==> src/hw/rtl/ocmc_pkg.sv <==
// shared types, constants and state codes for the center-of-mass clustering block
`timescale 1ns / 1ps
`default_nettype none
package ocmc_pkg;

  localparam int NCL       = 8;                  // cluster slots
  localparam int CH        = 4;                  // sample channels
  localparam int FB        = 8;                  // fraction bits of a center
  localparam int SW        = 8;                  // sample width
  localparam int SLW       = 3;                  // slot / rank index width
  localparam int CW        = SW + FB;            // center channel width
  localparam int MW        = 16;                 // mass width
  localparam int TW        = 16;                 // idle timer width
  localparam int DW        = 35;                 // squared distance width
  localparam int PW        = MW + DW;            // cross product width
  localparam int CNTW      = 4;                  // live / removed count width
  localparam int THRW      = 32;                 // force threshold width
  localparam int DLO       = 18;                 // low split of distance for threshold
  localparam int NUMW      = 2 * CW + 1;         // divide numerator width
  localparam int DENW      = MW + 1;             // divide denominator width
  localparam int DIV_STEPS = NUMW;               // one quotient bit per step
  localparam int EPS       = ((1 << (2 * FB)) + 500) / 1000;
  localparam logic [MW-1:0] MASS_MAX = {MW{1'b1}};

  // configuration register indexes
  localparam logic CFG_TIMER = 1'b0;
  localparam logic CFG_THR   = 1'b1;

  typedef logic [CW-1:0] ch_t;
  typedef ch_t [CH-1:0] ctr_t;
  typedef logic [NCL-1:0][SLW-1:0] rank_vec_t;

  // best candidate moving down the chain of cells
  typedef struct packed {
    logic           found;
    logic [MW-1:0]  mass;
    logic [DW-1:0]  d;
    logic [SLW-1:0] rank;
    logic [SLW-1:0] slot;
  } tok_t;

  // command broadcast from the controller to every cell
  typedef struct packed {
    logic           tick;
    logic           create;
    logic           update;
    logic [SLW-1:0] slot;
    ctr_t           cval;
    logic [TW-1:0]  reload;
  } cmd_t;

  // contents of one cell seen by the controller
  typedef struct packed {
    logic           valid;
    logic [MW-1:0]  mass;
    logic [TW-1:0]  timer;
    logic [SLW-1:0] rank;
    ctr_t           center;
  } stat_t;

  typedef enum logic [3:0] {
    ST_IDLE,
    ST_TICK,
    ST_DIST,
    ST_SCAN,
    ST_THR1,
    ST_THR2,
    ST_PREP,
    ST_DIV,
    ST_APPLY,
    ST_FIN
  } state_t;

endpackage
`default_nettype wire

==> src/hw/rtl/ocmc_div_lane.sv <==
// one lane of the restoring divider for the center update, one quotient bit a cycle while step is high
`timescale 1ns / 1ps
`default_nettype none
module ocmc_div_lane (
  input  wire logic                      clk,
  input  wire logic                      load,
  input  wire logic                      step,
  input  wire logic [ocmc_pkg::NUMW-1:0] num,
  input  wire logic [ocmc_pkg::DENW-1:0] den,
  output logic      [ocmc_pkg::CW-1:0]   quot
);

  logic [ocmc_pkg::NUMW-1:0] num_r;
  logic [ocmc_pkg::DENW-1:0] den_r;
  logic [ocmc_pkg::DENW-1:0] rem_r;
  logic [ocmc_pkg::CW-1:0]   q_r;
  logic [ocmc_pkg::DENW:0]   rem_sh;
  logic                      ge;

  assign rem_sh = {rem_r, num_r[ocmc_pkg::NUMW-1]};
  assign ge     = (rem_sh >= {1'b0, den_r});

  // shift in one numerator bit, subtract when it fits
  always_ff @(posedge clk) begin
    if (load) begin
      num_r <= num;
      den_r <= den;
      rem_r <= '0;
      q_r   <= '0;
    end else if (step) begin
      num_r <= {num_r[ocmc_pkg::NUMW-2:0], 1'b0};
      rem_r <= ge ? ocmc_pkg::DENW'(rem_sh - {1'b0, den_r}) : ocmc_pkg::DENW'(rem_sh);
      q_r   <= {q_r[ocmc_pkg::CW-2:0], ge};
    end
  end

  assign quot = q_r;

endmodule
`default_nettype wire

==> config.mk <==
export PLATFORM = sky130hd
export DESIGN_NAME = ocmc_div_lane
export DESIGN_NICKNAME = d
export VERILOG_FILES = /design/src/hw/rtl/ocmc_pkg.sv /design/src/hw/rtl/ocmc_div_lane.sv
export SDC_FILE = /design/constraint.sdc
export NUM_CORES = 1
export LEC_CHECK = 0
export BUFFER_PORTS_ARGS = -buffer_cell sky130_fd_sc_hd__buf_2
export CORE_MARGIN = 4
export CORE_UTILIZATION = 55
export DETAILED_ROUTE_END_ITERATION = 10
export PLACE_DENSITY = 0.78
export SYNTH_ARGS = -nofsm -noshare
export SYNTH_HDL_FRONTEND = slang
export SYNTH_SLANG_ARGS = --single-unit
==> constraint.sdc <==
create_clock -name clk -period 2.9 [get_ports clk]
set_input_delay 0.435 -clock clk [delete_from_list [all_inputs] [get_ports clk]]
set_output_delay 0.435 -clock clk [all_outputs]
set_load 0.02 [all_outputs]
==> results of run 1 <==
-- power by group --
group / switching [mW] / total, mW / internal (mW)
registers: 0.0319 / 1.38 / 1.35
clock network: 0.436 / 0.845 / 0.409
logic: 0.220 / 0.415 / 0.195
total: 0.688 / 2.64 / 1.95
-- through the flow --
stage / util, % / setup TNS [ps] / total power, mW / hold WS, ps / instances
global route: 67.1 / -0.853 / 2.76 / 233 / 553
CTS: 66.1 / 0 / 2.64 / 236 / 550
floorplan: - / 0 / 1.68 / 441 / 373
finish: 67.1 / 0 / 2.64 / 254 / 553
detailed placement: 63.4 / 0 / 1.80 / 480 / 534
global placement: 63.4 / 0 / 1.78 / 467 / 534
-- critical path, stage by stage, from the launching register on --
cell	delay, ps
edfxtp_1	350
inv_1	50
ha_1	210
inv_1	70
fa_2	230
a211oi_2	100
nor2_2	150
o211ai_1	120
buf_4	160
buf_4	130
a21o_4	210
buf_4	160
or3_1	380
a311oi_2	320
-- cell usage in the layout (no fill, tap or decap), types with 5 or more instances in the layout --
| cell | instances |
|---|---|
| a21oi_1 | 22 |
| buf_2 | 68 |
| buf_4 | 9 |
| clkbuf_8 | 9 |
| dfxtp_1 | 33 |
| edfxtp_1 | 50 |
| ha_1 | 17 |
| inv_1 | 27 |
| mux2_2 | 34 |
| mux2i_1 | 19 |
| nand2_1 | 28 |
| nor2_1 | 35 |
| nor3_1 | 6 |
| o21ai_0 | 15 |
| or3_1 | 5 |
| xnor2_1 | 6 |
-- final timing paths --
path | from | end | slack (ps) | cells after the start
setup / recovery | num_r[32]$_DFFE_PP_ | rem_r[4]$_SDFFE_PP0P_ | 160 | 13
hold / removal | den[0] | den_r[0]$_DFFE_PP_ | 250 | 1
setup reg to reg | num_r[32]$_DFFE_PP_ | rem_r[4]$_SDFFE_PP0P_ | 160 | 13
hold reg to reg | rem_r[11]$_SDFFE_PP0P_ | rem_r[11]$_SDFFE_PP0P_ | 490 | 2
-- layout make-up --
| cell class | count | area, um2 | share of cell area [%] |
|---|---|---|---|
| clock buffer | 10 | 128 | 2.62 |
| inverter | 27 | 101 | 2.08 |
| tap | 99 | 124 | 2.55 |
| sequential | 83 | 2160 | 44.5 |
| clock inverter | 6 | 73.8 | 1.52 |
| multi-input combinational | 249 | 1840 | 37.7 |
| timing repair buffer | 79 | 439 | 9.03 |
-- cell families (layout without fill, tap and decap cells) --
logic type	Yosys count	count (layout)	synth area share, %
muxes	53	53	13.9
AOI/OAI and AO/OA	74	74	11.8
buffers and inverters	41	122	4.04
and+or+nand+nor	96	96	10.5
adders and majority gates	18	18	5.64
DFF	83	83	52.4
xor gates and xnor gates	8	8	1.70
-- sequential cells by signal, indices dropped and copies added (netlist names) --
name   cells
den_r     17
num_r     33
quot      16
rem_r     17
-- per-layer routing --
layer / part of all wire, % / vias to the layer above / routed length (um)
li1: - / 1512 / -
met1: 44 / 1422 / 3550
met2: 47 / 85 / 3830
met3: 7.6 / 15 / 619
met4: 1.8 / 0 / 148
met5: 0 / - / 0
-- what timing repair did --
action / in CTS / in global routing
setup endpoints to repair: 0 / 15
hold buffers: 0 / 0
resized for setup: 0 / 10
buffers inserted: 0 / 3
==> flow_results.org, run 1 <==
** Global routing
- Global routing used 19.2% of the available tracks.
- The initial antenna violation count was 0.
- Via count of the first global-routing pass :: about 3k
- For met2 alone, demand over resource in global routing was between 30% and 40%.
- For this run the aggregate overflow at the end of global routing stands at 0.
- GRT met3 Usage :: approximately 6.0%
- Busiest metal layer after global routing :: met2
- Global routing consumed, on the met1 layer, 24.6% of the routing resources.
- The first global-routing pass estimated about 13000 um of wire.
- Pin count of the biggest net entering global routing :: 79

** Synth
- Fraction of synthesized cell area taken by the top area cell type :: between 30% and 40%
- Cells after synthesis :: 373
- Mean instance size in the synthesized netlist :: approximately 11 um2
- For this run, asynchronously set or reset flops after synthesis account for 0%.
- Number of enable flip-flop cells after synthesis :: 50
- Synth cell types :: 46
- The biggest area contributor in the post-synthesis netlist is edfxtp_1.
- For this run, the number of Yosys warnings is 0.
- When the netlist entered floorplanning its net count stood at 444.
- Most area-consuming cells after synthesis :: edfxtp_1, dfxtp_1, mux2_2
- Sequential cells were found to cover between 50% and 60% of the synthesized design area.
- Sorting the synthesized cells by how often they occur yields edfxtp_1, nor2_1, mux2_2.
- After synthesis the netlist holds a flip-flop and latch count of 83.
- Post-synth top flop :: edfxtp_1
- Cell Area, Synth :: 0.00412 mm2
- Most frequent cell after synthesis :: edfxtp_1

** STA
- Number of setup violations in the final report :: 0
- At the pin with the least slew margin, the transition time is 559 ps.
- Maximum operating frequency :: 365 MHz
- Across all setup checks in the final design, the least slack found is between 150 and 200 ps.
- Setup Skew :: between 10 and 15 ps
- The final number of max-transition violations came to 0.
- Subtracting the final worst setup slack from the clock period gives 2740 ps.
- Headroom to the max-slew limit came out at 62.6%.
- The final critical path takes up 94.5% of the cycle.
- The number of endpoints with negative hold slack in the final report was 0.

** Final layout
- The finished cells cover 0.00486 mm2.
- Nets :: 520
- Growth of design area from synthesis to finish :: 17.9%
- Share of layout cells above drive strength 1 :: between 30% and 40%
- Final-layout fill cell count :: 593
- Diode count :: 0

** Floorplanning
- Initial standard-cell utilization of the core :: a little under three fifths
- Chip height :: approximately 95 um
- Measured along the x axis, the die boundary spans approximately 95 um.
- The die covers 0.00895 mm2.
- Standard-cell rows :: 31
- Floorplan Core Area :: 0.00725 mm2
- During I/O placement, the number of pins put on the boundary was 69.

** Clocking
- Total clock buffers created by CTS :: 9
- The H-tree was split into 3 levels.
- Clock tree synthesis selected as its root buffer the cell clkbuf_8.
- Maximum buffer depth of the clock tree :: 2
- Clk slew on worst S/H paths :: 90 ps
- The tree built by TritonCTS fans out to 83 sinks.
- TritonCTS built the clock tree.
- Clock latency at the later pin of the worst-skew pair :: 350 ps

** Routing
- In the final routed layout, each cell accounts on average for 14.7 um.
- DRT antenna net count :: 0
- After detailed routing, the number of remaining DRC violations is 0.
- The first routing iteration left roughly 150 violations.
- Vias per cell :: 5.49
- Post-detailed-routing wire length :: 8150 um
- First-pass detailed-route iteration total :: 4
- Vias post-DR :: 3034

** Critical path
- STA classifies the critical path startpoint as a flip-flop.
- Critical path data arrival time :: 2990 ps
- The critical path is of the flip-flop to flip-flop type.
- Of all nets on the critical path, the largest fanout is 6.
- The worst setup path is captured at a flip-flop.
- Data on the critical path is required at its endpoint by 3150 ps.

** Job
- Reported max-cap violation count :: 0

** Run status
- The run finished with clean final reports.

** Placed design
- Final weighted congestion of routability-driven global placement :: 0.963
- Estimated wirelength of the detail-placed design :: 5730 um
- The count of buffers added on input and output ports is 68.
- Worst-case setup slack after placement :: 133 ps
- Instance area after placement :: ~0.0046 mm2

** Hold path
- The tightest min-delay check is of the input port to flip-flop type.

** Power
- VDD IR max :: between 0.3 and 0.4 mV
- Static leakage power :: 2.08 nW
- For this design the ratio of total power to cell area is approximately 540 mW/mm2.
Power figures use the tool's default switching activity.
==> run 2: changes to the inputs <==
--- a/config.mk
+++ b/config.mk
@@ -5,11 +5,11 @@
 export SDC_FILE = /design/constraint.sdc
 export NUM_CORES = 1
 export LEC_CHECK = 0
-export BUFFER_PORTS_ARGS = -buffer_cell sky130_fd_sc_hd__buf_2
+export BUFFER_PORTS_ARGS = -buffer_cell sky130_fd_sc_hd__buf_4
 export CORE_MARGIN = 4
 export CORE_UTILIZATION = 55
 export DETAILED_ROUTE_END_ITERATION = 10
-export PLACE_DENSITY = 0.78
+export PLACE_DENSITY = 0.88
 export SYNTH_ARGS = -nofsm -noshare
 export SYNTH_HDL_FRONTEND = slang
 export SYNTH_SLANG_ARGS = --single-unit
==> flow_results.org, run 2 (same netlist as run 1, synthesis figures left out) <==
** Run status
- Outcome :: finished, final reports clean

** Clocking
- Maximum buffer depth of the clock tree :: 2
- Clock latency at the later pin of the worst-skew pair :: 350 ps
- For this design, the sink count on the clock tree is 83.
- Number of H-tree branching levels :: 3
- TritonCTS built the clock tree.
- Clk slew on worst S/H paths :: about 80 ps
- Clock root buffer :: clkbuf_8
- Counting the buffers created by CTS gives 9.

** Critical path
- In this design, the largest share of critical-path delay is due to compound AO/OA/AOI/OAI gates.
- Ordered cell list for the critical path :: inv_1 -> ha_1 -> inv_1 -> fa_1 -> a211oi_1 -> nor2_1 -> o211ai_1 -> buf_4 -> a21o_1 -> buf_4 -> a21o_1 -> a31oi_1 -> nor3_1
- Measured in cells, the most critical reg-to-reg path has a length of 13.
- For this run, the slowest stage of the critical path takes ~430 ps.
- Critical path data arrival time :: roughly 3000 ps
- The worst setup path is launched from a flip-flop.
- Of all nets on the critical path, the largest fanout is 20.
- On the critical path, the stage with the largest delay is an instance of fa_1.
- Worst setup EP type :: flip-flop
- Stages on worst setup path :: 13
- Counting both buffers and inverters, the worst setup path holds a total of 4.
- At the worst endpoint, the required time is 3170 ps.
- CP Class :: flip-flop to flip-flop

** STA
- Worst hold slack :: 260 ps
- Static timing analysis puts the maximum clock frequency at 371 MHz.
- Count of endpoints failing hold in the final timing report :: 0
- Counting I/O delays and the setup requirement, the final critical path takes 2700 ps.
- Tcrit/Tclk final :: 93.0%
- Number of setup violations in the final report :: 0
- Remaining max-slew budget at the tightest pin :: 66.0%
- Setup repair after global routing missed its margin :: no
- Setup Skew :: 6.62 ps
- The final number of max-transition violations came to 0.
- Worst Slack Setup Final :: 203 ps
- Actual slew at the worst max-slew pin :: 509 ps
- Sum Neg Setup Slack :: 0 ps

** Power
- IR analysis of the VDD net gives a maximum drop of slightly below 0.4 mV.
- Static leakage power :: 2.11 nW
- In this run the power density over the cells is 526 mW/mm2.
- Post-layout power :: ~2.6 mW

** Global routing
- The first global-routing pass estimated approximately 14000 um of wire.
- Grt total ovfl :: 0
- Global routing used approximately a fifth of the available tracks.
- Entering global routing, the biggest net connects 48 pins.
- Via count of the first global-routing pass :: 2960
- The initial antenna violation count came to 0.

** Job
- The tool flagged a number of max-cap violations equal to 0.

** Routing
- Detailed routing inserted a total of 3066 vias.
- After detailed routing, the number of vias per cell comes to 5.56.
- The final layout contains routed wiring with a total length of between 8000 and 9000 um.
- Violation count after the first detailed-route iteration :: 150
- The first detailed-routing pass ran for 5 iterations.
- Number of remaining DRC errors :: 0
- DRT antenna net count :: 0
- After detailed routing, the average wire length per cell comes to between 15 and 20 um.

** Final layout
- Share of layout cells above drive strength 1 :: 29.2%
- Post-Layout Cell Count :: 551
- For this run, the share of the core covered by cells in the final layout is about 69%.
- After routing the design area is just under 0.005 mm2.
- Nets :: 518
- 0 antenna diodes ended up in the layout.
- Most flop-heavy register :: num_r
- Leaving out fill and tap cells, the most frequent cell in the layout is buf_4.
- Top Registers :: num_r (33), den_r (17), rem_r (17)
- The register with the most flip-flops in the layout has 33 of them.
- Growth of design area from synthesis to finish :: 20.5%
- Most frequent cells in the layout :: buf_4, edfxtp_1, nor2_1

** Floorplanning
- Floorplan Core Area :: ~0.0073 mm2
- Chip height :: 94.6 um
- Standard-cell rows :: 31
- Area of the die :: 0.00895 mm2
- Initial standard-cell utilization of the core :: 56.9%
- Number of I/O pins :: 69
- Chip width :: 94.6 um

** Placed design
- Counting tap cells, the placed design contains a total of 534 instances.
- At the placement stage, the worst setup path has a slack of 147 ps.
- Instance area after placement :: 0.00477 mm2
- Final weighted congestion of routability-driven global placement :: 0.987
- Detailed placement finished with a half-perimeter wire length of 5990 um.
- Port buffering added 68 buffers.

** Hold path
- Number of cells on the worst hold path :: 1
- The min-delay analysis places its worst path in the category input port to flip-flop.
[run 2: cell types whose count changed in the layout (fill, tap and decap cells not counted), moves of 2 or more]
cell / change
buf_2: -68
buf_4: +67
a311oi_1: +3
a311oi_2: -3
clkinv_2: +2
[run 2: final timing paths]
check	from	end	slack, ps
min	den[14]	den_r[14]$_DFFE_PP_	260
min reg2reg	rem_r[12]$_SDFFE_PP0P_	rem_r[12]$_SDFFE_PP0P_	500
max	num_r[32]$_DFFE_PP_	rem_r[7]$_SDFFE_PP0P_	200
max reg2reg	num_r[32]$_DFFE_PP_	rem_r[7]$_SDFFE_PP0P_	200
[run 2: power breakdown]
group	switching, mW	internal [mW]
logic	0.214	0.206
registers	0.0318	1.35
clock network	0.416	0.400
[run 2: repair_timing]
action	4_1_cts	5_1_grt
hold endpoints to repair	0	0
gates resized for setup	0	1
setup endpoints to repair	0	7
setup buffers	0	1
hold buffers	0	0
[run 2: routing by layer]
| layer | share of wire, % | global-route usage [%] |
|---|---|---|
| met1 | 41 | 25.0 |
| met2 | 48 | 30.9 |
| met3 | 9.8 | 8.76 |
| met4 | 1.1 | 5.41 |
| met5 | 0 | 0 |
[run 2: final cells by class]
type                    count  area, um2
inverters                  27        101
clock buffers              10        128
repair buffers             77        591
flip-flops and latches     83       2160
well taps                  99        124
multi-input cells         249       1800
fillers                   541       2280
clock inverters             6       65.1
[run 2: worst register-to-register path, stage by stage, from the launching register on]
cell and delay (ps):
edfxtp_1 390, inv_1 70, ha_1 160, inv_1 50, fa_1 430, a211oi_1 300, nor2_1 120, o211ai_1 230
buf_4 170, a21o_1 100, buf_4 230, a21o_1 150, a31oi_1 40, nor3_1 180
